<file path="src/hdl/siim_pkg.sv">
`timescale 1ns / 1ps
// ----------------------------------------------------------------------------
// siim_pkg: shared types and constants for the interval insert/merge block
// Field widths, register indexes and the job record passed front to back.
// ----------------------------------------------------------------------------
package siim_pkg;

  localparam int OUT_W         = 32;  // width of every interval bound port
  localparam int CFG_IDX_W     = 2;
  localparam int CFG_DATA_W    = 32;
  localparam int COORD_BITS_DF = 32;
  localparam int QUEUE_DEPTH_DF = 4;

  // configuration register indexes
  localparam logic [CFG_IDX_W-1:0] REG_NEW_START = 2'd0;
  localparam logic [CFG_IDX_W-1:0] REG_NEW_END   = 2'd1;
  localparam logic [CFG_IDX_W-1:0] REG_INS_EN    = 2'd2;

  // one-hot phase of the new interval within the current list
  typedef enum logic [2:0] {
    PH_OPEN   = 3'b001,  // new interval not placed yet
    PH_MERGE  = 3'b010,  // merging overlapping inputs into it
    PH_PLACED = 3'b100   // already emitted
  } phase_t;

  // results caused by one input item: one or two intervals
  typedef struct packed {
    logic [1:0]       cnt;   // 1 or 2
    logic             last;  // item closed the list
    logic [OUT_W-1:0] a_lo;
    logic [OUT_W-1:0] a_hi;
    logic [OUT_W-1:0] b_lo;
    logic [OUT_W-1:0] b_hi;
  } job_t;

endpackage

</file>
<file path="src/hdl/siim_front.sv">
`timescale 1ns / 1ps
// ----------------------------------------------------------------------------
// siim_front: classify incoming intervals against the new interval
// Holds configuration and merge state, turns each item with results into a job record.
// ----------------------------------------------------------------------------
module siim_front #(
  parameter int COORD_BITS = siim_pkg::COORD_BITS_DF
) (
  input  logic                            clk,
  input  logic                            rst_n,
  input  logic                            cfg_we,
  input  logic [siim_pkg::CFG_IDX_W-1:0]  cfg_idx,
  input  logic [siim_pkg::CFG_DATA_W-1:0] cfg_wdata,
  input  logic                            in_push,
  input  logic [siim_pkg::OUT_W-1:0]      in_lo,
  input  logic [siim_pkg::OUT_W-1:0]      in_hi,
  input  logic                            in_list_end,
  input  logic                            in_no_interval,
  input  logic                            q_full,
  output logic                            in_full,
  output logic                            q_push,
  output siim_pkg::job_t                  q_job
);

  localparam int CW = (COORD_BITS < siim_pkg::OUT_W) ? COORD_BITS : siim_pkg::OUT_W;

  logic [siim_pkg::OUT_W-1:0] new_start_r, new_end_r;
  logic                       ins_en_r;
  siim_pkg::phase_t           phase_r, phase_nxt;
  logic [CW-1:0]              mlo_r, mlo_nxt, mhi_r, mhi_nxt;

  logic [CW-1:0] lo, hi, ns, ne;
  logic          accept;
  logic [1:0]    cnt;
  logic [CW-1:0] r_lo [2];
  logic [CW-1:0] r_hi [2];

  assign lo      = in_lo[CW-1:0];
  assign hi      = in_hi[CW-1:0];
  assign ns      = new_start_r[CW-1:0];
  assign ne      = (new_end_r[CW-1:0] < ns) ? ns : new_end_r[CW-1:0];
  assign in_full = q_full;
  assign accept  = in_push && !q_full;

  always_comb begin
    cnt       = 2'd0;
    r_lo[0]   = '0;
    r_hi[0]   = '0;
    r_lo[1]   = '0;
    r_hi[1]   = '0;
    phase_nxt = phase_r;
    mlo_nxt   = mlo_r;
    mhi_nxt   = mhi_r;
    if (!ins_en_r) begin
      if (!in_no_interval) begin
        r_lo[0] = lo;
        r_hi[0] = hi;
        cnt     = 2'd1;
      end
      if (in_list_end) begin
        phase_nxt = siim_pkg::PH_OPEN;
      end
    end else begin
      if (!in_no_interval) begin
        case (phase_r)
          siim_pkg::PH_OPEN: begin
            if (hi < ns) begin
              r_lo[0] = lo;
              r_hi[0] = hi;
              cnt     = 2'd1;
            end else if (lo > ne) begin
              r_lo[0]   = ns;
              r_hi[0]   = ne;
              r_lo[1]   = lo;
              r_hi[1]   = hi;
              cnt       = 2'd2;
              phase_nxt = siim_pkg::PH_PLACED;
            end else begin
              mlo_nxt   = (lo < ns) ? lo : ns;
              mhi_nxt   = (hi > ne) ? hi : ne;
              phase_nxt = siim_pkg::PH_MERGE;
            end
          end
          siim_pkg::PH_MERGE: begin
            if (lo > mhi_r) begin
              r_lo[0]   = mlo_r;
              r_hi[0]   = mhi_r;
              r_lo[1]   = lo;
              r_hi[1]   = hi;
              cnt       = 2'd2;
              phase_nxt = siim_pkg::PH_PLACED;
            end else begin
              if (lo < mlo_r) mlo_nxt = lo;
              if (hi > mhi_r) mhi_nxt = hi;
            end
          end
          default: begin
            r_lo[0] = lo;
            r_hi[0] = hi;
            cnt     = 2'd1;
          end
        endcase
      end
      if (in_list_end) begin
        // flush whatever is still pending
        if (phase_nxt == siim_pkg::PH_OPEN) begin
          r_lo[cnt[0]] = ns;
          r_hi[cnt[0]] = ne;
          cnt          = cnt + 2'd1;
        end else if (phase_nxt == siim_pkg::PH_MERGE) begin
          r_lo[cnt[0]] = mlo_nxt;
          r_hi[cnt[0]] = mhi_nxt;
          cnt          = cnt + 2'd1;
        end
        phase_nxt = siim_pkg::PH_OPEN;
      end
    end
  end

  assign q_push     = accept && (cnt != 2'd0);
  assign q_job.cnt  = cnt;
  assign q_job.last = in_list_end;
  assign q_job.a_lo = siim_pkg::OUT_W'(r_lo[0]);
  assign q_job.a_hi = siim_pkg::OUT_W'(r_hi[0]);
  assign q_job.b_lo = siim_pkg::OUT_W'(r_lo[1]);
  assign q_job.b_hi = siim_pkg::OUT_W'(r_hi[1]);

  always_ff @(posedge clk) begin
    if (!rst_n) begin
      new_start_r <= '0;
      new_end_r   <= '0;
      ins_en_r    <= 1'b1;
      phase_r     <= siim_pkg::PH_OPEN;
      mlo_r       <= '0;
      mhi_r       <= '0;
    end else begin
      if (cfg_we) begin
        case (cfg_idx)
          siim_pkg::REG_NEW_START: new_start_r <= cfg_wdata;
          siim_pkg::REG_NEW_END:   new_end_r   <= cfg_wdata;
          siim_pkg::REG_INS_EN:    ins_en_r    <= cfg_wdata[0];
          default: ;
        endcase
      end
      if (accept) begin
        phase_r <= phase_nxt;
        mlo_r   <= mlo_nxt;
        mhi_r   <= mhi_nxt;
      end
    end
  end

endmodule

</file>
<file path="src/hdl/siim_queue.sv">
`timescale 1ns / 1ps
// ----------------------------------------------------------------------------
// siim_queue: job queue between front and back
// Small circular buffer of job records with first-word fall-through head.
// ----------------------------------------------------------------------------
module siim_queue #(
  parameter int QUEUE_DEPTH = siim_pkg::QUEUE_DEPTH_DF
) (
  input  logic           clk,
  input  logic           rst_n,
  input  logic           push,
  input  siim_pkg::job_t push_job,
  output logic           full,
  input  logic           pop,
  output siim_pkg::job_t head,
  output logic           empty
);

  localparam int PTR_W = (QUEUE_DEPTH > 1) ? $clog2(QUEUE_DEPTH) : 1;
  localparam int CNT_W = $clog2(QUEUE_DEPTH + 1);

  siim_pkg::job_t   mem [QUEUE_DEPTH];
  logic [PTR_W-1:0] wr_ptr_r, rd_ptr_r;
  logic [CNT_W-1:0] count_r;
  logic             do_push, do_pop;

  assign full    = (count_r == CNT_W'(QUEUE_DEPTH));
  assign empty   = (count_r == '0);
  assign do_push = push && !full;
  assign do_pop  = pop && !empty;
  assign head    = mem[rd_ptr_r];

  always_ff @(posedge clk) begin
    if (do_push) mem[wr_ptr_r] <= push_job;
  end

  always_ff @(posedge clk) begin
    if (!rst_n) begin
      wr_ptr_r <= '0;
      rd_ptr_r <= '0;
      count_r  <= '0;
    end else begin
      if (do_push) begin
        wr_ptr_r <= (wr_ptr_r == PTR_W'(QUEUE_DEPTH - 1)) ? '0 : wr_ptr_r + 1'b1;
      end
      if (do_pop) begin
        rd_ptr_r <= (rd_ptr_r == PTR_W'(QUEUE_DEPTH - 1)) ? '0 : rd_ptr_r + 1'b1;
      end
      case ({do_push, do_pop})
        2'b10:   count_r <= count_r + 1'b1;
        2'b01:   count_r <= count_r - 1'b1;
        default: ;
      endcase
    end
  end

endmodule

</file>
<file path="src/hdl/siim_back.sv">
`timescale 1ns / 1ps
// ----------------------------------------------------------------------------
// siim_back: expand jobs into result beats
// Walks the one or two intervals of the head job into an output register.
// ----------------------------------------------------------------------------
module siim_back (
  input  logic                       clk,
  input  logic                       rst_n,
  input  siim_pkg::job_t             head,
  input  logic                       q_empty,
  output logic                       q_pop,
  output logic                       out_empty,
  input  logic                       out_pop,
  output logic [siim_pkg::OUT_W-1:0] out_lo,
  output logic [siim_pkg::OUT_W-1:0] out_hi,
  output logic                       out_run_last,
  output logic                       out_list_done
);

  logic                       vld_r;
  logic                       idx_r, idx_nxt;
  logic [siim_pkg::OUT_W-1:0] lo_r, hi_r;
  logic                       run_last_r, done_r;
  logic                       load, final_beat;

  assign load       = !q_empty && (!vld_r || out_pop);
  assign final_beat = idx_r || (head.cnt == 2'd1);
  assign q_pop      = load && final_beat;
  assign idx_nxt    = load ? !final_beat : idx_r;

  assign out_empty     = !vld_r;
  assign out_lo        = lo_r;
  assign out_hi        = hi_r;
  assign out_run_last  = run_last_r;
  assign out_list_done = done_r;

  always_ff @(posedge clk) begin
    if (load) begin
      lo_r       <= idx_r ? head.b_lo : head.a_lo;
      hi_r       <= idx_r ? head.b_hi : head.a_hi;
      run_last_r <= final_beat;
      done_r     <= final_beat && head.last;
    end
  end

  always_ff @(posedge clk) begin
    if (!rst_n) begin
      vld_r <= 1'b0;
      idx_r <= 1'b0;
    end else begin
      idx_r <= idx_nxt;
      if (load) begin
        vld_r <= 1'b1;
      end else if (out_pop) begin
        vld_r <= 1'b0;
      end
    end
  end

endmodule

</file>
<file path="src/hdl/sorted_interval_insert_merge.sv">
`timescale 1ns / 1ps
// ----------------------------------------------------------------------------
// sorted_interval_insert_merge: insert one interval into a sorted list
// Streams sorted disjoint closed intervals, places a configured interval in
// order and merges every input interval that overlaps it, when insertion is enabled.
// ----------------------------------------------------------------------------
//
//  channel   handshake            payload
//  -------   -------------------  ------------------------------------------
//  input     in_push / in_full    in_lo, in_hi, in_list_end, in_no_interval
//  result    out_pop / out_empty  out_lo, out_hi, out_run_last, out_list_done
//  config    cfg_we               cfg_idx, cfg_wdata (no wait, no read-back)
//
// An item is classified in the cycle it is accepted; one item per cycle is
// taken while the job queue has room. The back end issues one result beat
// per cycle while out_pop drains the output register, so an item with two
// results holds the output for both beats; the queue absorbs that. Results
// pass through the queue memory, then the output register. Reset (rst_n
// low, synchronous) empties the queue and output register and restores the
// register defaults. A stalled result side fills the queue, then raises in_full.
// ----------------------------------------------------------------------------
module sorted_interval_insert_merge #(
  parameter int COORD_BITS  = siim_pkg::COORD_BITS_DF,
  parameter int QUEUE_DEPTH = siim_pkg::QUEUE_DEPTH_DF
) (
  input  logic                            clk,
  input  logic                            rst_n,
  // configuration
  input  logic                            cfg_we,
  input  logic [siim_pkg::CFG_IDX_W-1:0]  cfg_idx,
  input  logic [siim_pkg::CFG_DATA_W-1:0] cfg_wdata,
  // input intervals
  input  logic                            in_push,
  output logic                            in_full,
  input  logic [siim_pkg::OUT_W-1:0]      in_lo,
  input  logic [siim_pkg::OUT_W-1:0]      in_hi,
  input  logic                            in_list_end,
  input  logic                            in_no_interval,
  // result intervals
  output logic                            out_empty,
  input  logic                            out_pop,
  output logic [siim_pkg::OUT_W-1:0]      out_lo,
  output logic [siim_pkg::OUT_W-1:0]      out_hi,
  output logic                            out_run_last,
  output logic                            out_list_done
);

  // jobs from front to back
  siim_pkg::job_t push_job, head_job;
  logic           q_push, q_full, q_pop, q_empty;

  // Front: hold config and merge state, classify each beat into a job.
  // Items that cause no result are consumed without a queue entry.
  siim_front #(
    .COORD_BITS (COORD_BITS)
  ) u_front (
    .clk            (clk),
    .rst_n          (rst_n),
    .cfg_we         (cfg_we),
    .cfg_idx        (cfg_idx),
    .cfg_wdata      (cfg_wdata),
    .in_push        (in_push),
    .in_lo          (in_lo),
    .in_hi          (in_hi),
    .in_list_end    (in_list_end),
    .in_no_interval (in_no_interval),
    .q_full         (q_full),
    .in_full        (in_full),
    .q_push         (q_push),
    .q_job          (push_job)
  );

  // Queue: decouple classification from result delivery.
  siim_queue #(
    .QUEUE_DEPTH (QUEUE_DEPTH)
  ) u_queue (
    .clk      (clk),
    .rst_n    (rst_n),
    .push     (q_push),
    .push_job (push_job),
    .full     (q_full),
    .pop      (q_pop),
    .head     (head_job),
    .empty    (q_empty)
  );

  // Back: advance through each job's intervals into the output register.
  siim_back u_back (
    .clk           (clk),
    .rst_n         (rst_n),
    .head          (head_job),
    .q_empty       (q_empty),
    .q_pop         (q_pop),
    .out_empty     (out_empty),
    .out_pop       (out_pop),
    .out_lo        (out_lo),
    .out_hi        (out_hi),
    .out_run_last  (out_run_last),
    .out_list_done (out_list_done)
  );

endmodule
</file>
<file path="config.mk">
export PLATFORM = sky130hd
export DESIGN_NAME = sorted_interval_insert_merge
export DESIGN_NICKNAME = d
export VERILOG_FILES = /design/src/hdl/siim_pkg.sv /design/src/hdl/siim_front.sv /design/src/hdl/siim_queue.sv /design/src/hdl/siim_back.sv /design/src/hdl/sorted_interval_insert_merge.sv
export SDC_FILE = /design/constraint.sdc
export NUM_CORES = 2
export LEC_CHECK = 0
export BUFFER_PORTS_ARGS = -buffer_cell sky130_fd_sc_hd__buf_2
export CAP_MARGIN = 20
export CORE_AREA = 3 3 257 285
export CTS_BUF_LIST = sky130_fd_sc_hd__clkbuf_4 sky130_fd_sc_hd__clkbuf_8 sky130_fd_sc_hd__clkbuf_16
export CTS_CLUSTER_DIAMETER = 60
export CTS_CLUSTER_SIZE = 8
export DETAILED_ROUTE_END_ITERATION = 12
export DIE_AREA = 0 0 260 288
export GPL_TIMING_DRIVEN = 0
export PLACE_DENSITY = 0.81
export SLEW_MARGIN = 20
export SYNTH_ARGS = -nofsm -noshare
export SYNTH_HDL_FRONTEND = slang
export SYNTH_SLANG_ARGS = --single-unit
</file>
<file path="constraint.sdc">
create_clock -name clk -period 7.9 [get_ports clk]
set_input_delay 1.185 -clock clk [delete_from_list [all_inputs] [get_ports clk]]
set_output_delay 1.185 -clock clk [all_outputs]
set_load 0.005 [all_outputs]
</file>
; ---- After elaboration in Yosys (flattened, before gate mapping)
; Memories as Yosys holds them, arrays and structs flattened. A register that Yosys moved wholly into a read port is not among the register bits.
; Index checks and enable logic that the tools add are counted.
[word_totals]
ff_bits = 207
ramBits = 524
input_bits = 105
out_inout_bits = 68
elab_cells = 151
memories = 1
[mem_list]
columns = memory, depth, width, rd, rd_ports_with_merged_regs, wr, line
row1 = u_queue.mem, 4, 131, 1, 1, 1, siim_queue.sv:22  ; siim_pkg::job_t mem [QUEUE_DEPTH];
[op_classes]
add_sub_neg = 5
order_cmp = 10
eq_ne = 12
mux = 82
bitwise_logic = 1
reduce_logical = 25
[op_table]
columns = operator, n
row1 = $mux W32, 28
row2 = $mux W64, 14
row3 = $pmux W32 S2, 6
row4 = $bwmux W64, 4
row5 = $gt A32 B32 Y1, 4
row6 = $lt A32 B32 Y1, 4
row7 = $demux W32 S1, 1
row8 = $mux W2, 13
row9 = $mux W3, 8
row10 = $pmux W3 S2, 2
row11 = $reduce_and A2 Y1, 5
row12 = $eq A2 B2 Y1 const B, 4
row13 = $logic_and A1 B1 Y1, 8
row14 = $reduce_bool A2 Y1, 4
row15 = $add A2 B1 Y2 const B, 3
row16 = $eq A2 B1 Y1 const B, 3
row17 = $eq A3 B1 Y1 const B, 2
row18 = $eq A3 B2 Y1 const B, 2
row19 = $mux W1, 5
row20 = $logic_not A1 Y1, 4
row21 = $pmux W2 S2, 1
row22 = $add A3 B1 Y3 const B, 1
row23 = $eq A3 B3 Y1 const B, 1
row24 = $logic_not A3 Y1, 1
row25 = 6 further kinds, 7

; ---- Depth between registers and ports, before layout
[logic_depth]
depth_word = 18
depth_mapped = 26

; ---- Modules after synthesis
; A second synthesis with hierarchy kept.
[hier_totals]
hier_cells = 3693
hier_area_um2 = 41891.4
[modules_own_cells]
columns = module, n_inst, cells_each, area_per_inst_um2
row1 = siim_front, 1, 2799, 19516.2
row2 = siim_queue, 1, 741, 19393.6
row3 = siim_back, 1, 153, 2981.6

; ---- Least setup slack after synthesis
; No wires, ideal clock.
[synth_path]
path_kind = reg-to-reg
startpoint = register u_front.new_start_r[9] (netlist name)
endpoint = memory u_queue.mem[1][0] (netlist name) (enable)
setup_time_ps = 506
arrival_time_ps = 7400
required_ps = 7394
path_slack_ps = -6
path_stages_with_launch = 21
path_buffers = 2
synth_period_minus_slack_ps = 7906
cell_sequence = dfxtp_1 -> inv_1 -> ha_1 -> a21o_1 -> a221oi_1 -> o21ai_1 -> a41oi_1 -> o211ai_2 -> buf_2 -> mux2_2 -> inv_1 -> ha_1 -> nand4_1 -> or4_1 -> or2_0 -> a311o_2 -> a21oi_2 -> buf_2 -> o21ai_1 -> a31oi_2 -> and2_1
[synth_via]
elab_chain_cells = 18
word_cells_on_any_way = 26
classes_between = 1 x add/sub / 3 x order compare / 2 x eq/ne / 17 x mux / 3 x reduce/logical
[synth_lines]
columns = element, line
row1 = start: declaration, siim_front.sv:27  ; logic [siim_pkg::OUT_W-1:0] new_start_r, new_end_r;
row2 = start signal: assignment, siim_front.sv:139  ; siim_pkg::REG_NEW_START: new_start_r <= cfg_wdata;
row3 = $lt A32 B32 Y1, siim_front.sv:41  ; assign ne = (new_end_r[CW-1:0] < ns) ? ns : new_end_r[CW-1:0];
row4 = $mux W32, siim_front.sv:41
row5 = $gt A32 B32 Y1, siim_front.sv:71  ; end else if (lo > ne) begin
row6 = $mux W2 or $mux W3 (tied branches), siim_front.sv:71
row7 = $mux W2 or $mux W3 (tied branches), siim_front.sv:67  ; if (hi < ns) begin
row8 = $pmux W2 S2 or $pmux W3 S2 (tied branches), siim_front.sv:65  ; case (phase_r)
row9 = $mux W2 or $mux W3 (tied branches), siim_front.sv:64  ; if (!in_no_interval) begin
row10 = $mux W2 or $mux W3 (tied branches), siim_front.sv:54  ; if (!ins_en_r) begin
row11 = [... 2 more ...], n/a
row12 = $mux W2, siim_front.sv:106  ; if (phase_nxt == siim_pkg::PH_OPEN) begin
row13 = $mux W2 (*), siim_front.sv:104  ; if (in_list_end) begin
row14 = $mux W2 (*), siim_front.sv:54
row15 = $reduce_bool A2 Y1 (*), siim_front.sv:120  ; assign q_push = accept && (cnt != 2'd0);
row16 = $logic_and A1 B1 Y1 (*), siim_front.sv:120
row17 = $logic_and A1 B1 Y1 (*), siim_queue.sv:29  ; assign do_push = push && !full;
row18 = $mux W1 (*), siim_queue.sv:34  ; if (do_push) mem[wr_ptr_r] <= push_job;
row19 = $mux W1 (not written as such) (*), siim_queue.sv:34
row20 = end: declaration, siim_queue.sv:22
; Mark *: on every way between the ends. The rest lies on a longest branch, timed or not. The select of a mux whose other input is x is not followed.

; ---- Worst setup path after layout
[layout_path]
startpoint = register u_front.new_start_r[11] (netlist name)
endpoint = memory u_queue.mem[1][74] (netlist name) (enable)
; Same word-level chain as after synthesis.

==> results_dict.tcl <==
set metrics [dict create \
    final-hold-violation-count 0 \
    synth_most_common_cell "edfxtp_1" \
    p_total_mw 12.7 \
    drive_gt1_share_pct 20.7 \
    holdCritStartpoint "u_front.new_end_r[7]$_SDFFE_PN0P_" \
    power_per_cell_area_nw_per_um2 281 \
    wl_um 129000 \
    reg2regPathDepth 22 \
    grt_pass1_vias 30300 \
    start_util_pct 56.0 \
    synth_top_area_share_pct 45.0 \
    h-tree-depth 3 \
    slew_headroom_pct 14.9 \
    wire_per_inst_um 28.2 \
    cts.sink_count 733 \
    critPathArrivalTime_ps 8020 \
    instances_no_fill 4581 \
    syn_area_um2 39400 \
    reg2reg_from "u_front.new_start_r[11]$_SDFFE_PN0P_" \
    firstDrtPassIters 10 \
    clock_skew_ps 66.8 \
    tns_ps 0 \
    syn_nets 3626 \
    dp.cells 4382 \
    critPathMaxFanout 48 \
    outcome "completed" \
    drc 0 \
    start_kind "flop" \
    vdd_ir_drop_max_mv 0.168 \
    cts_tree "built" \
    rsz0062_at_grt "false" \
    antenna_found_initial 9 \
    ys_seq_area_share_pct 52.3 \
    yosysTopAreaCell "edfxtp_1" \
    fmax_mhz 129 \
    fp.dieW_um 260 \
    track_usage_pct 34.3 \
    io_pins 173 \
    synthFlopType "edfxtp_1" \
    dp_worst_setup_slack_ps 258 \
    place_area_um2 41700 \
    synthCells 3262 \
    fin_area_um2 45200 \
    detailroute.via_count 31100 \
    utilization_pct 64.2 \
    power.leakage_nw 15.6 \
    yosysWarnings 0 \
    clockBufferDepth 3 \
    syn2layout_area_growth_pct 14.7 \
    worst_pin_slew_ps 1270 \
    synth_common_cells "edfxtp_1 (590), nand2_1 (380), ha_1 (258)" \
    hold_path_depth 2 \
    regToRegSetupSlack_ps 170 \
    ant_nets 0 \
    row_count 102 \
    final.setup.worst_slack_ps 173 \
    fin_nets 3917 \
    grt_pass1_wl_um 191000 \
    whs_ps 488 \
    synth_cell_type_count 84 \
    worstReg2RegEnd "u_queue.mem[1][74]$_DFFE_PP_" \
    dieArea_um2 74900 \
    hpwl_um 91200 \
    path_clk_slew_ps 50 \
    grt_overflow 0 \
    port-buffer-count 171 \
    slowest_stage "or4_1" \
    path_cells "inv_1 -> ha_1 -> a21o_1 -> a221oi_1 -> o21ai_1 -> a41oi_1 -> o211ai_2 -> buf_2 -> mux2_2 -> inv_1 -> ha_1 -> nand4_1 -> or4_1 -> or2_0 -> a311o_2 -> a21oi_2 -> buf_2 -> o21ai_1 -> a31oi_4 -> and2_4 -> buf_16 -> buf_16" \
    grt_start_max_net_pins 49 \
    drt-initial-drc-count 5193 \
    worstSetupPathType "reg -> reg" \
    synth.area.top_cells "edfxtp_1 (45%), ha_1 (8.2%), mux4_2 (7.4%)" \
    synth_edf_count 590 \
    min-delay-path-class "reg -> reg" \
    cap_viol_max_count 0 \
    clk_latency_ps 680 \
    avgSynthCellArea_um2 12.1 \
    fin_crit_ps 7730 \
    yosys_register_bits 733 \
    coreArea_um2 70300 \
    setup_viol 0 \
    crit_path_end_kind "flop" \
    gp_congestion 1.02 \
    finalCritPeriodShare_pct 97.8 \
    vias_per_cell 6.78 \
    slew_viol_final 0 \
    cts_made_buffers 104 \
    clock_tree.root_cell "clkbuf_16" \
    cp.required_ps 8190 \
    hold_end "u_front.new_end_r[7]$_SDFFE_PN0P_" \
    async_flop_share_pct 0 \
    crit_path_max_incr_delay_ps 620 \
    post_cts_buffers 0 \
    die_y_um 288 \
]
## what timing repair did
item	CTS	global route
hold buffers	0	0
endpoints found under the setup margin	0	48
gates resized for setup	0	1
hold endpoints to repair	0	0
## per-layer routing
| layer | GRT usage (%) | part of all wire, % | wire length [µm] | vias up |
|---|---|---|---|---|
| met2 | 53.2 | 45 | 58500 | 2373 |
| li1 | - | - | - | 13300 |
| met5 | 0 | 0.044 | 57 | - |
| met4 | 18.8 | 6.4 | 8330 | 4 |
| met3 | 8.02 | 12 | 15400 | 505 |
| met1 | 44.9 | 36 | 47100 | 14900 |
## area by class of cell
class	instances	area (µm²)
fill	5178	25200
multi-input combinational	2179	17400
sequential	733	20600
inverter	144	541
antenna	7	17.5
clock inverter	12	208
buffer	207	913
clock buffer	179	3170
tap	936	1170
timing repair buffer	184	1190
## cells in the final DEF, fill, tap and decap left out, types with 20 or more instances in the layout
master	instances
edfxtp_1	590
nand2_1	380
ha_1	258
buf_2	205
nor2_1	176
a21oi_1	175
o21ai_0	175
inv_1	144
dfxtp_1	143
clkbuf_1	137
mux4_2	129
clkbuf_16	104
mux2_2	91
clkbuf_4	74
o21ai_1	71
a21boi_0	67
a22oi_1	66
a222oi_1	64
a21boi_1	62
a211oi_1	47
nand3_1	38
nand4_1	38
o21a_1	38
a22o_1	31
a21o_1	30
a2111oi_2	30
o221ai_2	20
## cells by family (layout without fill, tap and decap cells)
| logic type | Yosys count | in the layout | share of synthesized area, % |
|---|---|---|---|
| buffers and inverters | 351 | 726 | 3.67 |
| muxes | 226 | 226 | 10.2 |
| adders and majority gates | 259 | 259 | 8.25 |
| xor gates and xnor gates | 2 | 2 | 0.0445 |
| DFF | 733 | 733 | 52.3 |
| AOI/OAI and AO/OA | 972 | 972 | 17.7 |
| and+or+nand+nor | 719 | 720 | 7.88 |
| other | 0 | 7 | 0 |
## critical path: cells and delay by family, from the launching register on
| kind | cells | cell delay [ps] |
|---|---|---|
| fa+ha+maj | 2 | 660 |
| simple gates | 4 | 1570 |
| buf+inv | 6 | 1560 |
| mux | 1 | 310 |
| compound gates | 9 | 2550 |
| flops | 1 | 580 |
## where the power goes
part	switching [mW]	leakage, nW	internal (mW)	total [mW]
clock network	1.70	1.72	2.77	4.47
registers	0.170	6.69	4.79	4.96
logic	1.93	7.23	1.31	3.24
## state kept, by name, indices dropped and copies added, names as in the netlist, 3 cells and up, named ones only
name	cells
u_back.out_hi	32
u_back.out_lo	32
u_front.mhi_r	32
u_front.mlo_r	32
u_front.new_end_r	32
u_front.new_start_r	32
u_front.phase_r	3
u_queue.count_r	3
u_queue.mem	524
## worst max path at each step
stage                                                     from                         endpoint  slack [ps]
after floorplan            u_front.new_start_r[9]$_SDFFE_PN0P_      u_queue.mem[0][0]$_DFFE_PP_        1440
after global placement                                 out_pop  u_queue.count_r[2]$_SDFFE_PN0P_       -2200
after detailed placement   u_front.new_start_r[7]$_SDFFE_PN0P_     u_queue.mem[1][71]$_DFFE_PP_         260
after CTS                  u_front.new_start_r[7]$_SDFFE_PN0P_     u_queue.mem[1][72]$_DFFE_PP_         200
after global routing      u_front.new_start_r[11]$_SDFFE_PN0P_     u_queue.mem[1][74]$_DFFE_PP_          50
final                     u_front.new_start_r[11]$_SDFFE_PN0P_     u_queue.mem[1][74]$_DFFE_PP_         170
Note: power is estimated with default switching activity, not from simulation.
